## src/rtl/core/irpte_pkg.sv

```systemverilog
// Shared constants, types and codes for the infrared pulse train encoder.
`default_nettype none

package irpte_pkg;

  localparam int MAX_DATA_BITS = 30;
  localparam int TICK_BITS     = 16;
  localparam int DATA_W        = 30;
  localparam int TICKS_W       = 16;
  localparam int SEG_W         = 17;
  localparam int LEVEL_POS     = 16;
  localparam int PAIR_W        = 2 * SEG_W;
  localparam int CFG_IDX_W     = 3;
  localparam int CFG_DATA_W    = PAIR_W;
  localparam int BC_W          = 5;
  localparam int FE_W          = 2;
  localparam int CNT_W         = $clog2(MAX_DATA_BITS + 1);
  localparam int POS_W         = (MAX_DATA_BITS > 1) ? $clog2(MAX_DATA_BITS) : 1;

  localparam logic [BC_W-1:0] BIT_COUNT_RST = BC_W'(8);

  typedef enum logic [CFG_IDX_W-1:0] {
    REG_NEG_LOGIC      = 3'd0,
    REG_MSB_FIRST      = 3'd1,
    REG_BIT_COUNT      = 3'd2,
    REG_FRAMING_ENABLE = 3'd3,
    REG_START_PAIR     = 3'd4,
    REG_ZERO_PAIR      = 3'd5,
    REG_ONE_PAIR       = 3'd6,
    REG_STOP_PAIR      = 3'd7
  } cfg_reg_e;

  typedef enum logic [1:0] {
    ST_IDLE  = 2'd0,
    ST_START = 2'd1,
    ST_DATA  = 2'd2,
    ST_STOP  = 2'd3
  } seq_state_e;

  typedef struct packed {
    logic              neg_logic;
    logic              msb_first;
    logic [BC_W-1:0]   bit_count;
    logic [FE_W-1:0]   framing_enable;
    logic [PAIR_W-1:0] start_pair;
    logic [PAIR_W-1:0] zero_pair;
    logic [PAIR_W-1:0] one_pair;
    logic [PAIR_W-1:0] stop_pair;
  } cfg_t;

  typedef struct packed {
    logic               level;
    logic [TICKS_W-1:0] ticks;
    logic               last;
  } seg_t;

endpackage

`default_nettype wire

```

## src/rtl/core/ir_pulse_train_encoder.sv

```systemverilog
// Top level of the infrared pulse train encoder.
//
// Input channel (in_valid_i/in_ready_o) takes one data value per beat; the
// output channel (out_valid_o/out_ready_i) gives one segment per beat: level,
// duration in ticks and a flag on the final segment of the train.
// A value yields two segments per enabled framing pair and two per data bit,
// up to 64 in all; an empty frame yields none.
// The sequencer emits one segment per cycle into the output register while the
// receiver does not stall; an accepted value is held in the sequencer registers
// and in_ready_o stays low while a train is in progress. The output register
// lets the last segment wait while the next value is accepted.
// A stalled receiver holds the output register and the sequencer with it.
// Registers are written through cfg_we_i/cfg_idx_i/cfg_wdata_i; the user must
// write them only while idle, which the block itself does not enforce.
// Reset empties the output register, returns the sequencer to idle and sets
// every register to zero except bit_count, which comes up as 8.
`default_nettype none

module ir_pulse_train_encoder (
  input  logic                             clk_i,
  input  logic                             rst_ni,
  input  logic                             cfg_we_i,
  input  logic [irpte_pkg::CFG_IDX_W-1:0]  cfg_idx_i,
  input  logic [irpte_pkg::CFG_DATA_W-1:0] cfg_wdata_i,
  input  logic                             in_valid_i,
  output logic                             in_ready_o,
  input  logic [irpte_pkg::DATA_W-1:0]     data_value_i,
  output logic                             out_valid_o,
  input  logic                             out_ready_i,
  output logic                             pulse_level_o,
  output logic [irpte_pkg::TICKS_W-1:0]    pulse_ticks_o,
  output logic                             last_pulse_o
);
  import irpte_pkg::*;

  cfg_t cfg;
  seg_t seg;
  logic seg_valid;
  logic seg_ready;

  irpte_cfg u_cfg (
    .clk_i       (clk_i),
    .rst_ni      (rst_ni),
    .cfg_we_i    (cfg_we_i),
    .cfg_idx_i   (cfg_idx_i),
    .cfg_wdata_i (cfg_wdata_i),
    .cfg_o       (cfg)
  );

  irpte_seq u_seq (
    .clk_i        (clk_i),
    .rst_ni       (rst_ni),
    .cfg_i        (cfg),
    .in_valid_i   (in_valid_i),
    .in_ready_o   (in_ready_o),
    .data_value_i (data_value_i),
    .seg_valid_o  (seg_valid),
    .seg_ready_i  (seg_ready),
    .seg_o        (seg)
  );

  irpte_out u_out (
    .clk_i         (clk_i),
    .rst_ni        (rst_ni),
    .seg_valid_i   (seg_valid),
    .seg_ready_o   (seg_ready),
    .seg_i         (seg),
    .out_valid_o   (out_valid_o),
    .out_ready_i   (out_ready_i),
    .pulse_level_o (pulse_level_o),
    .pulse_ticks_o (pulse_ticks_o),
    .last_pulse_o  (last_pulse_o)
  );

endmodule

`default_nettype wire

```

## src/rtl/core/irpte_cfg.sv

```systemverilog
// Configuration register file of the infrared pulse train encoder.
`default_nettype none

module irpte_cfg (
  input  logic                             clk_i,
  input  logic                             rst_ni,
  input  logic                             cfg_we_i,
  input  logic [irpte_pkg::CFG_IDX_W-1:0]  cfg_idx_i,
  input  logic [irpte_pkg::CFG_DATA_W-1:0] cfg_wdata_i,
  output irpte_pkg::cfg_t                  cfg_o
);
  import irpte_pkg::*;

  cfg_t cfg_q;

  always_ff @(posedge clk_i or negedge rst_ni) begin
    if (!rst_ni) begin
      cfg_q           <= '0;
      cfg_q.bit_count <= BIT_COUNT_RST;
    end else if (cfg_we_i) begin
      case (cfg_reg_e'(cfg_idx_i))
        REG_NEG_LOGIC:      cfg_q.neg_logic      <= cfg_wdata_i[0];
        REG_MSB_FIRST:      cfg_q.msb_first      <= cfg_wdata_i[0];
        REG_BIT_COUNT:      cfg_q.bit_count      <= cfg_wdata_i[BC_W-1:0];
        REG_FRAMING_ENABLE: cfg_q.framing_enable <= cfg_wdata_i[FE_W-1:0];
        REG_START_PAIR:     cfg_q.start_pair     <= cfg_wdata_i[PAIR_W-1:0];
        REG_ZERO_PAIR:      cfg_q.zero_pair      <= cfg_wdata_i[PAIR_W-1:0];
        REG_ONE_PAIR:       cfg_q.one_pair       <= cfg_wdata_i[PAIR_W-1:0];
        REG_STOP_PAIR:      cfg_q.stop_pair      <= cfg_wdata_i[PAIR_W-1:0];
        default: ;
      endcase
    end
  end

  assign cfg_o = cfg_q;

endmodule

`default_nettype wire

```

## src/rtl/core/irpte_seq.sv

```systemverilog
// Segment sequencer: walks start, data and stop phases, one segment per step.
`default_nettype none

module irpte_seq (
  input  logic                         clk_i,
  input  logic                         rst_ni,
  input  irpte_pkg::cfg_t              cfg_i,
  input  logic                         in_valid_i,
  output logic                         in_ready_o,
  input  logic [irpte_pkg::DATA_W-1:0] data_value_i,
  output logic                         seg_valid_o,
  input  logic                         seg_ready_i,
  output irpte_pkg::seg_t              seg_o
);
  import irpte_pkg::*;

  seq_state_e        state_q, state_d;
  logic              half_q, half_d;
  logic [CNT_W-1:0]  left_q, left_d;
  logic [POS_W-1:0]  pos_q, pos_d;
  logic [DATA_W-1:0] value_q, value_d;

  logic              accept;
  logic              adv;
  logic              last_bit;
  logic [CNT_W-1:0]  nbits;
  logic [PAIR_W-1:0] pair;
  logic [SEG_W-1:0]  seg_raw;
  logic              seg_last;

  assign accept   = in_valid_i && (state_q == ST_IDLE);
  assign adv      = (state_q != ST_IDLE) && seg_ready_i;
  assign last_bit = (left_q == CNT_W'(1));
  assign nbits    = (cfg_i.bit_count > BC_W'(MAX_DATA_BITS)) ? CNT_W'(MAX_DATA_BITS)
                                                             : CNT_W'(cfg_i.bit_count);

  always_comb begin
    state_d = state_q;
    half_d  = half_q;
    left_d  = left_q;
    pos_d   = pos_q;
    value_d = value_q;
    case (state_q)
      ST_IDLE: begin
        if (accept) begin
          value_d = data_value_i;
          left_d  = nbits;
          pos_d   = cfg_i.msb_first ? POS_W'(nbits - CNT_W'(1)) : '0;
          half_d  = 1'b0;
          if (cfg_i.framing_enable[0]) begin
            state_d = ST_START;
          end else if (nbits != '0) begin
            state_d = ST_DATA;
          end else if (cfg_i.framing_enable[1]) begin
            state_d = ST_STOP;
          end
        end
      end
      ST_START: begin
        if (adv) begin
          half_d = ~half_q;
          if (half_q) begin
            if (left_q != '0) begin
              state_d = ST_DATA;
            end else begin
              state_d = cfg_i.framing_enable[1] ? ST_STOP : ST_IDLE;
            end
          end
        end
      end
      ST_DATA: begin
        if (adv) begin
          half_d = ~half_q;
          if (half_q) begin
            left_d = left_q - CNT_W'(1);
            pos_d  = cfg_i.msb_first ? pos_q - POS_W'(1) : pos_q + POS_W'(1);
            if (last_bit) begin
              state_d = cfg_i.framing_enable[1] ? ST_STOP : ST_IDLE;
            end
          end
        end
      end
      ST_STOP: begin
        if (adv) begin
          half_d = ~half_q;
          if (half_q) begin
            state_d = ST_IDLE;
          end
        end
      end
      default: state_d = ST_IDLE;
    endcase
  end

  always_comb begin
    pair     = cfg_i.start_pair;
    seg_last = 1'b0;
    case (state_q)
      ST_START: begin
        pair     = cfg_i.start_pair;
        seg_last = half_q && (left_q == '0) && !cfg_i.framing_enable[1];
      end
      ST_DATA: begin
        pair     = value_q[pos_q] ? cfg_i.one_pair : cfg_i.zero_pair;
        seg_last = half_q && last_bit && !cfg_i.framing_enable[1];
      end
      ST_STOP: begin
        pair     = cfg_i.stop_pair;
        seg_last = half_q;
      end
      default: begin
        pair     = cfg_i.start_pair;
        seg_last = 1'b0;
      end
    endcase
    seg_raw     = half_q ? pair[PAIR_W-1:SEG_W] : pair[SEG_W-1:0];
    seg_o.level = seg_raw[LEVEL_POS] ^ cfg_i.neg_logic;
    seg_o.ticks = TICKS_W'(seg_raw[TICK_BITS-1:0]);
    seg_o.last  = seg_last;
  end

  assign seg_valid_o = (state_q != ST_IDLE);
  assign in_ready_o  = (state_q == ST_IDLE);

  always_ff @(posedge clk_i or negedge rst_ni) begin
    if (!rst_ni) begin
      state_q <= ST_IDLE;
      half_q  <= 1'b0;
      left_q  <= '0;
      pos_q   <= '0;
    end else begin
      state_q <= state_d;
      half_q  <= half_d;
      left_q  <= left_d;
      pos_q   <= pos_d;
    end
  end

  always_ff @(posedge clk_i) begin
    value_q <= value_d;
  end

endmodule

`default_nettype wire

```

## src/rtl/core/irpte_out.sv

```systemverilog
// Output register stage for emitted segments.
`default_nettype none

module irpte_out (
  input  logic                          clk_i,
  input  logic                          rst_ni,
  input  logic                          seg_valid_i,
  output logic                          seg_ready_o,
  input  irpte_pkg::seg_t               seg_i,
  output logic                          out_valid_o,
  input  logic                          out_ready_i,
  output logic                          pulse_level_o,
  output logic [irpte_pkg::TICKS_W-1:0] pulse_ticks_o,
  output logic                          last_pulse_o
);
  import irpte_pkg::*;

  logic valid_q, valid_d;
  seg_t seg_q;
  logic load;

  assign seg_ready_o = !valid_q || out_ready_i;
  assign load        = seg_valid_i && seg_ready_o;

  always_comb begin
    valid_d = valid_q;
    if (load) begin
      valid_d = 1'b1;
    end else if (out_ready_i) begin
      valid_d = 1'b0;
    end
  end

  always_ff @(posedge clk_i or negedge rst_ni) begin
    if (!rst_ni) begin
      valid_q <= 1'b0;
    end else begin
      valid_q <= valid_d;
    end
  end

  always_ff @(posedge clk_i) begin
    if (load) begin
      seg_q <= seg_i;
    end
  end

  assign out_valid_o   = valid_q;
  assign pulse_level_o = seg_q.level;
  assign pulse_ticks_o = seg_q.ticks;
  assign last_pulse_o  = seg_q.last;

endmodule

`default_nettype wire

```

## config.mk

```make
export PLATFORM = sky130hd
export DESIGN_NAME = ir_pulse_train_encoder
export DESIGN_NICKNAME = d
export VERILOG_FILES = /design/src/rtl/core/irpte_pkg.sv /design/src/rtl/core/ir_pulse_train_encoder.sv /design/src/rtl/core/irpte_cfg.sv /design/src/rtl/core/irpte_seq.sv /design/src/rtl/core/irpte_out.sv
export SDC_FILE = /design/constraint.sdc
export NUM_CORES = 1
export LEC_CHECK = 0
export BUFFER_PORTS_ARGS = -buffer_cell sky130_fd_sc_hd__buf_2
export CAP_MARGIN = 20
export CELL_PAD_IN_SITES_DETAIL_PLACEMENT = 0
export CELL_PAD_IN_SITES_GLOBAL_PLACEMENT = 1
export CORE_ASPECT_RATIO = 0.7
export CORE_MARGIN = 2
export CORE_UTILIZATION = 43
export DETAILED_ROUTE_END_ITERATION = 16
export PLACE_DENSITY_LB_ADDON = 0.1
export REMOVE_ABC_BUFFERS = 1
export SYNTH_ARGS = -nofsm -noshare
export SYNTH_HDL_FRONTEND = slang
export SYNTH_SLANG_ARGS = --single-unit
```

## constraint.sdc

```tcl
create_clock -name clk_i -period 2.4 [get_ports clk_i]
set_clock_uncertainty 0.05 [all_clocks]
set_input_delay 0.12 -clock clk_i [delete_from_list [all_inputs] [get_ports clk_i]]
set_output_delay 0.12 -clock clk_i [all_outputs]
set_load 0.05 [all_outputs]
```

Yosys cells after proc, flatten, opt, wreduce, memory -nomap -nowiden. Index checks and enable logic that the tools add are counted.

Word-level logic and storage cells: 112. Register bits after elaboration: 207. Input port bits: 72. Output and inout port bits: 20.

$lt $le $gt $ge: 2. Bitwise gates (word level): 2. Add/subtract/negate cells: 4. Muxes and demuxes: 36. Eq/ne operators: 21. Reductions and logical operators: 30.

Operator list (count): $pmux 34 s2 (1); $mux 5 (9); $mux 34 (1); $mux 2 (13); $pmux 5 s2 (2); $reduce_and 2->1 (10); $ne 2x1->1 const B (9); $mux 17 (1); $sub 5x1->5 const B (3); $eq 3x3->1 const B (4); $reduce_bool 5->1 (2); $reduce_and 9->1 (1); $pmux 2 s4 (1); $eq 3x2->1 const B (2); $logic_and 1x1->1 (6); $lt 5x6->1 const B (1); $reduce_bool 2->1 (3); $add 5x1->5 const B (1); $bmux 1 s5 (1); $eq 5x1->1 const B (1); $gt 5x5->1 const B (1); $logic_not 5->1 (1); $mux 1 (5); $eq 2x2->1 const B (2); 13 further kinds (14).

Logic depth before layout (Yosys ltp).
Word-level depth: 7. Depth in mapped cells: 10. Mapped depth without buffers: 8.

Cells and area by module. Synthesis repeated with hierarchy kept, for this count alone.

Cell total of the unflattened synthesis: 699. Area total of the unflattened synthesis: 9828.2 µm².

Modules (own cells, without submodules): irpte_cfg (times used 1, area each 5640.4 µm², cells an instance 315, sequential area each 3629.7 µm²); irpte_seq (times used 1, area each 3593.4 µm², cells an instance 362, sequential area each 1226.2 µm²); irpte_out (times used 1, area each 594.3 µm², cells an instance 22, sequential area each 565.5 µm²).

Worst setup path before layout. Ideal clock, no wire load.

Path kind: register -> register. From: register u_seq.state_q[0]. To: register u_seq.value_q[0] (enable). Setup time: 390 ps. Path buffers: 1. Cell stages (with the launch flop): 5. Setup slack: -128 ps. Arrival time: 2089 ps. Clock period less this slack: 2528 ps. Cells stage by stage: dfrtp_1 > inv_1 > ha_1 > clkbuf_1 > and2_1.

Cells in the longest elaborated chain, start to end: 3.

RTL lines: start: declaration (line irpte_seq.sv:17) `seq_state_e state_q, state_d;`; start signal: assignment (line irpte_seq.sv:132) `state_q <= state_d;`; $logic_not 2->1 *; via in_ready_o (line ir_pulse_train_encoder.sv:26) `output logic in_ready_o,`; $logic_and 1x1->1 (line irpte_seq.sv:31) `assign accept = in_valid_i && (state_q == ST_IDLE);`; $reduce_and 2->1 (no line) *; end signal: assignment (line irpte_seq.sv:140) `value_q <= value_d;`; end: declaration (line irpte_seq.sv:21) `logic [DATA_W-1:0] value_q, value_d;`.

Mark *: on every way through the listed nets, which the timed path passes. The rest lies on a longest branch. A chain may end at the register's enable or synchronous reset.

==> impl_metrics.yaml <==
worst_hold_path:
  min_to: "u_cfg.cfg_o[143]$_DFFE_PN0P_"
  min_path_type: "in2reg"
  hp-start: "cfg_idx_i[0]"
  whs_path_depth: 4
final_layout:
  antenna_cells: 0
  areaGrowthSynthToFinish_pct: 25.7
  mostFrequentLayoutCell: "dfrtp_1"
  drive_gt1_share_pct: 33.0
  fillers: 1830
  mostFrequentLayoutCells: "156 x dfrtp_1, 122 x mux2_2, 90 x buf_2"
  final_nets: 1058
  instances_no_fill: 1271
  final_area_sq_um: 12000
logic_synthesis:
  synth_ff_type: "dfrtp_1"
  ys_seq_area_share_pct: 57.0
  async_flop_share_pct: 76.8
  synth.cell_area_sq_um: 9520
  synth_cells: 792
  synth_edf_count: 48
  yosys.area.top_type_share_pct: 41.6
  synth_cell_types: 52
  ys_ff_latch: 207
  synth.area.top_cells: "dfrtp_1 42%, edfxtp_1 15%, mux2_2 14%"
  syn_area_per_cell_sq_um: 12.0
  yosys_warnings: 0
  synth_top_cell_by_area: "dfrtp_1"
setup_path:
  r2r_end: "u_out.pulse_level_o$_DFFE_PP_"
  reg2reg_from: "u_seq.pos_q[0]$_DFFE_PN0P_"
  endpoint_kind: "register"
  start_kind: "register"
  critPathRequiredTime_ps: 2600
  worstPathMaxFanout: 23
  r2r_slack_ps: 30
  reg2regPathDepth: 8
  startpoint: "u_seq.pos_q[0]$_DFFE_PN0P_"
  worst_ep_arrival_time_ps: 2560
  crit_type: "reg2reg"
timing:
  finalMaxSlewViolations: 0
  fin_crit_ps: 2370
  hold_viol: 0
  timing.slew.headroom_pct: 57.9
  setup_tns_ps: 0
  period_share_pct: 98.6
  worst_slew_pin_slew_ps: 623
  setup_viol: 0
  fmax_ghz: 0.423
  rsz0062_at_grt: "yes"
  worst_hold_slack_ps: 46.8
outcome:
  status: "complete, no violations"
power_and_ir_drop:
  power.density_nw_per_um2: 1230
  intPower_mw: 9.26
  p_comb_share_pct: 41.3
  switchingPower_mw: 5.42
  p_sw_share_pct: 36.9
  power_frac_seq_pct: 35.8
  power.share.clock_pct: 23.0
  vdd_drop_max_v: 0.000531
  total_power_mw: 14.7
  p_leak_nw: 5.07
floorplanning:
  die_area_sq_um: 23400
  dieWidth_um: 182
  num_rows: 45
  num_io_pins: 92
  chipHeight_um: 128
  core_area_sq_um: 21700
  initial_core_util_pct: 43.9
run:
  cap_violations: 0
cts:
  clk_pin_slew_ps: 60
  clock_tree.buffer_depth: 3
  cts_tree: "built"
  root_buffer: "clkbuf_16"
  htree_levels: 1
  clock_sinks: 207
  insertion_delay_ps: 500
  cts_inserted_buffers: 22
placement:
  gp_congestion: 0.816
  dp.cells: 1163
  numPortBuffers: 91
  placed_area_sq_um: 10500
  dpl.hpwl_um: 14600
global_route:
  grt_overflow_total: 0
  grt_max_degree: 58
  grt_usage_pct: 20.2
  grt_pass1_vias: 6910
  antenna_found_initial: 0
  grt_pass1_wl_um: 37400
routing:
  first_iter_violations: 360
  wire_per_inst_um: 18.3
  routed_wl_um: 23200
  dr.pass1.iters: 4
  vias_per_cell: 5.35
  drc_errors: 0
  ant_nets: 0
  num_vias: 6794
-- area by class of cell --
class | instances | area, sq um | area share, %
clock buffers | 31 | 646 | 5.40
clock inverters | 9 | 73.8 | 0.617
inverters | 40 | 150 | 1.26
multi-input cells | 498 | 3760 | 31.5
flip-flops and latches | 207 | 5420 | 45.4
well taps | 282 | 353 | 2.95
repair buffers | 204 | 1550 | 12.9
-- layer usage --
| metal | global-route usage [%] | wire length, um | vias up |
|---|---|---|---|
| li1 | - | - | 3246 |
| met1 | 30.0 | 11700 | 3370 |
| met2 | 32.4 | 10300 | 158 |
| met3 | 2.63 | 980 | 20 |
| met4 | 3.44 | 250 | 0 |
| met5 | 0 | 0 | - |
-- flip-flops by register name (all words and copies together) (netlist names), 2 cells and up --
signal               count
u_cfg.cfg_o            145
u_seq.value_q           30
u_out.pulse_ticks_o     16
u_seq.left_q             5
u_seq.pos_q              5
u_seq.state_q            2
-- cells in the mapped netlist, types with 2 or more instances --
| cell | count |
|---|---|
| a211oi_1 | 2 |
| a21o_1 | 2 |
| a21oi_1 | 48 |
| a21oi_2 | 15 |
| a22oi_1 | 3 |
| a31oi_1 | 5 |
| and2_1 | 2 |
| buf_1 | 2 |
| buf_2 | 2 |
| buf_6 | 3 |
| clkbuf_1 | 40 |
| dfrtp_1 | 158 |
| edfxtp_1 | 48 |
| ha_1 | 12 |
| inv_1 | 40 |
| mux2_2 | 122 |
| mux2i_1 | 8 |
| mux4_2 | 5 |
| nand2_1 | 83 |
| nand2b_1 | 7 |
| nand3_1 | 11 |
| nand4_1 | 2 |
| nand4b_1 | 3 |
| nor2_1 | 18 |
| nor3_1 | 11 |
| nor3b_1 | 3 |
| o21ai_0 | 48 |
| o221ai_1 | 15 |
| o22a_1 | 2 |
| o22ai_1 | 17 |
| o311ai_0 | 12 |
| o31ai_1 | 3 |
| or2_1 | 15 |
| or3_1 | 2 |
| xnor2_1 | 5 |
| xor2_1 | 2 |
-- through the flow --
stage | utilization (%) | worst slack [ps]
5_1_grt | 55.2 | -41.3
3_3_place_gp | 48.6 | 15.2
3_5_place_dp | 48.6 | -4.24
4_1_cts | 55.1 | 5.29
6_report | 55.2 | 34.4
2_1_floorplan | - | -1480
-- worst max-delay path, cell delays in order (launching register included) --
cell,delay [ps]
dfrtp_2,410
buf_6,130
mux4_2,480
a32oi_1,200
o211a_1,220
o22ai_4,120
buf_12,200
mux2i_2,160
xnor2_1,130
-- worst max-delay path by stage --
stage                     cells after the start  slack, ps                                 to
after global routing                          8        -40      u_out.pulse_level_o$_DFFE_PP_
after global placement                        7         20  u_out.pulse_ticks_o[15]$_DFFE_PP_
after CTS                                     8          5      u_out.pulse_level_o$_DFFE_PP_
after detailed placement                      7         -4  u_out.pulse_ticks_o[15]$_DFFE_PP_
final                                         8         30      u_out.pulse_level_o$_DFFE_PP_
after floorplan                               3      -1480       u_cfg.cfg_o[104]$_DFFE_PN0P_
-- cell families (layout without fill, tap and decap cells) --
| group | after synthesis | in the layout | share of synthesized area (%) |
|---|---|---|---|
| muxes | 137 | 137 | 16.9 |
| buffers and inverters | 87 | 284 | 3.69 |
| xor gates and xnor gates | 7 | 7 | 0.644 |
| adders and majority gates | 13 | 13 | 1.79 |
| AOI/OAI and AO/OA | 182 | 182 | 12.4 |
| and+or+nand+nor | 159 | 159 | 7.63 |
| DFF | 207 | 207 | 57.0 |
-- power by group through the flow --
stage / sequential (mW) / clock [mW] / combinational (mW)
floorplan: 5.79 / 0 / 3.39
global placement: 5.28 / 0 / 5.77
detailed placement: 5.30 / 0 / 5.91
global route: 5.36 / 3.59 / 6.65
CTS: 5.25 / 3.47 / 6.08
finish: 5.25 / 3.37 / 6.05
-- what timing repair did --
item | 4_1_cts | 5_1_grt
endpoints found under the hold margin | 231 | 0
buffers inserted | 1 | 0
hold buffers | 67 | 0
pin swaps | 2 | 0
endpoints found under the setup margin | 2 | 16
gates resized for setup | 3 | 3
Power figures use the tool's default switching activity.
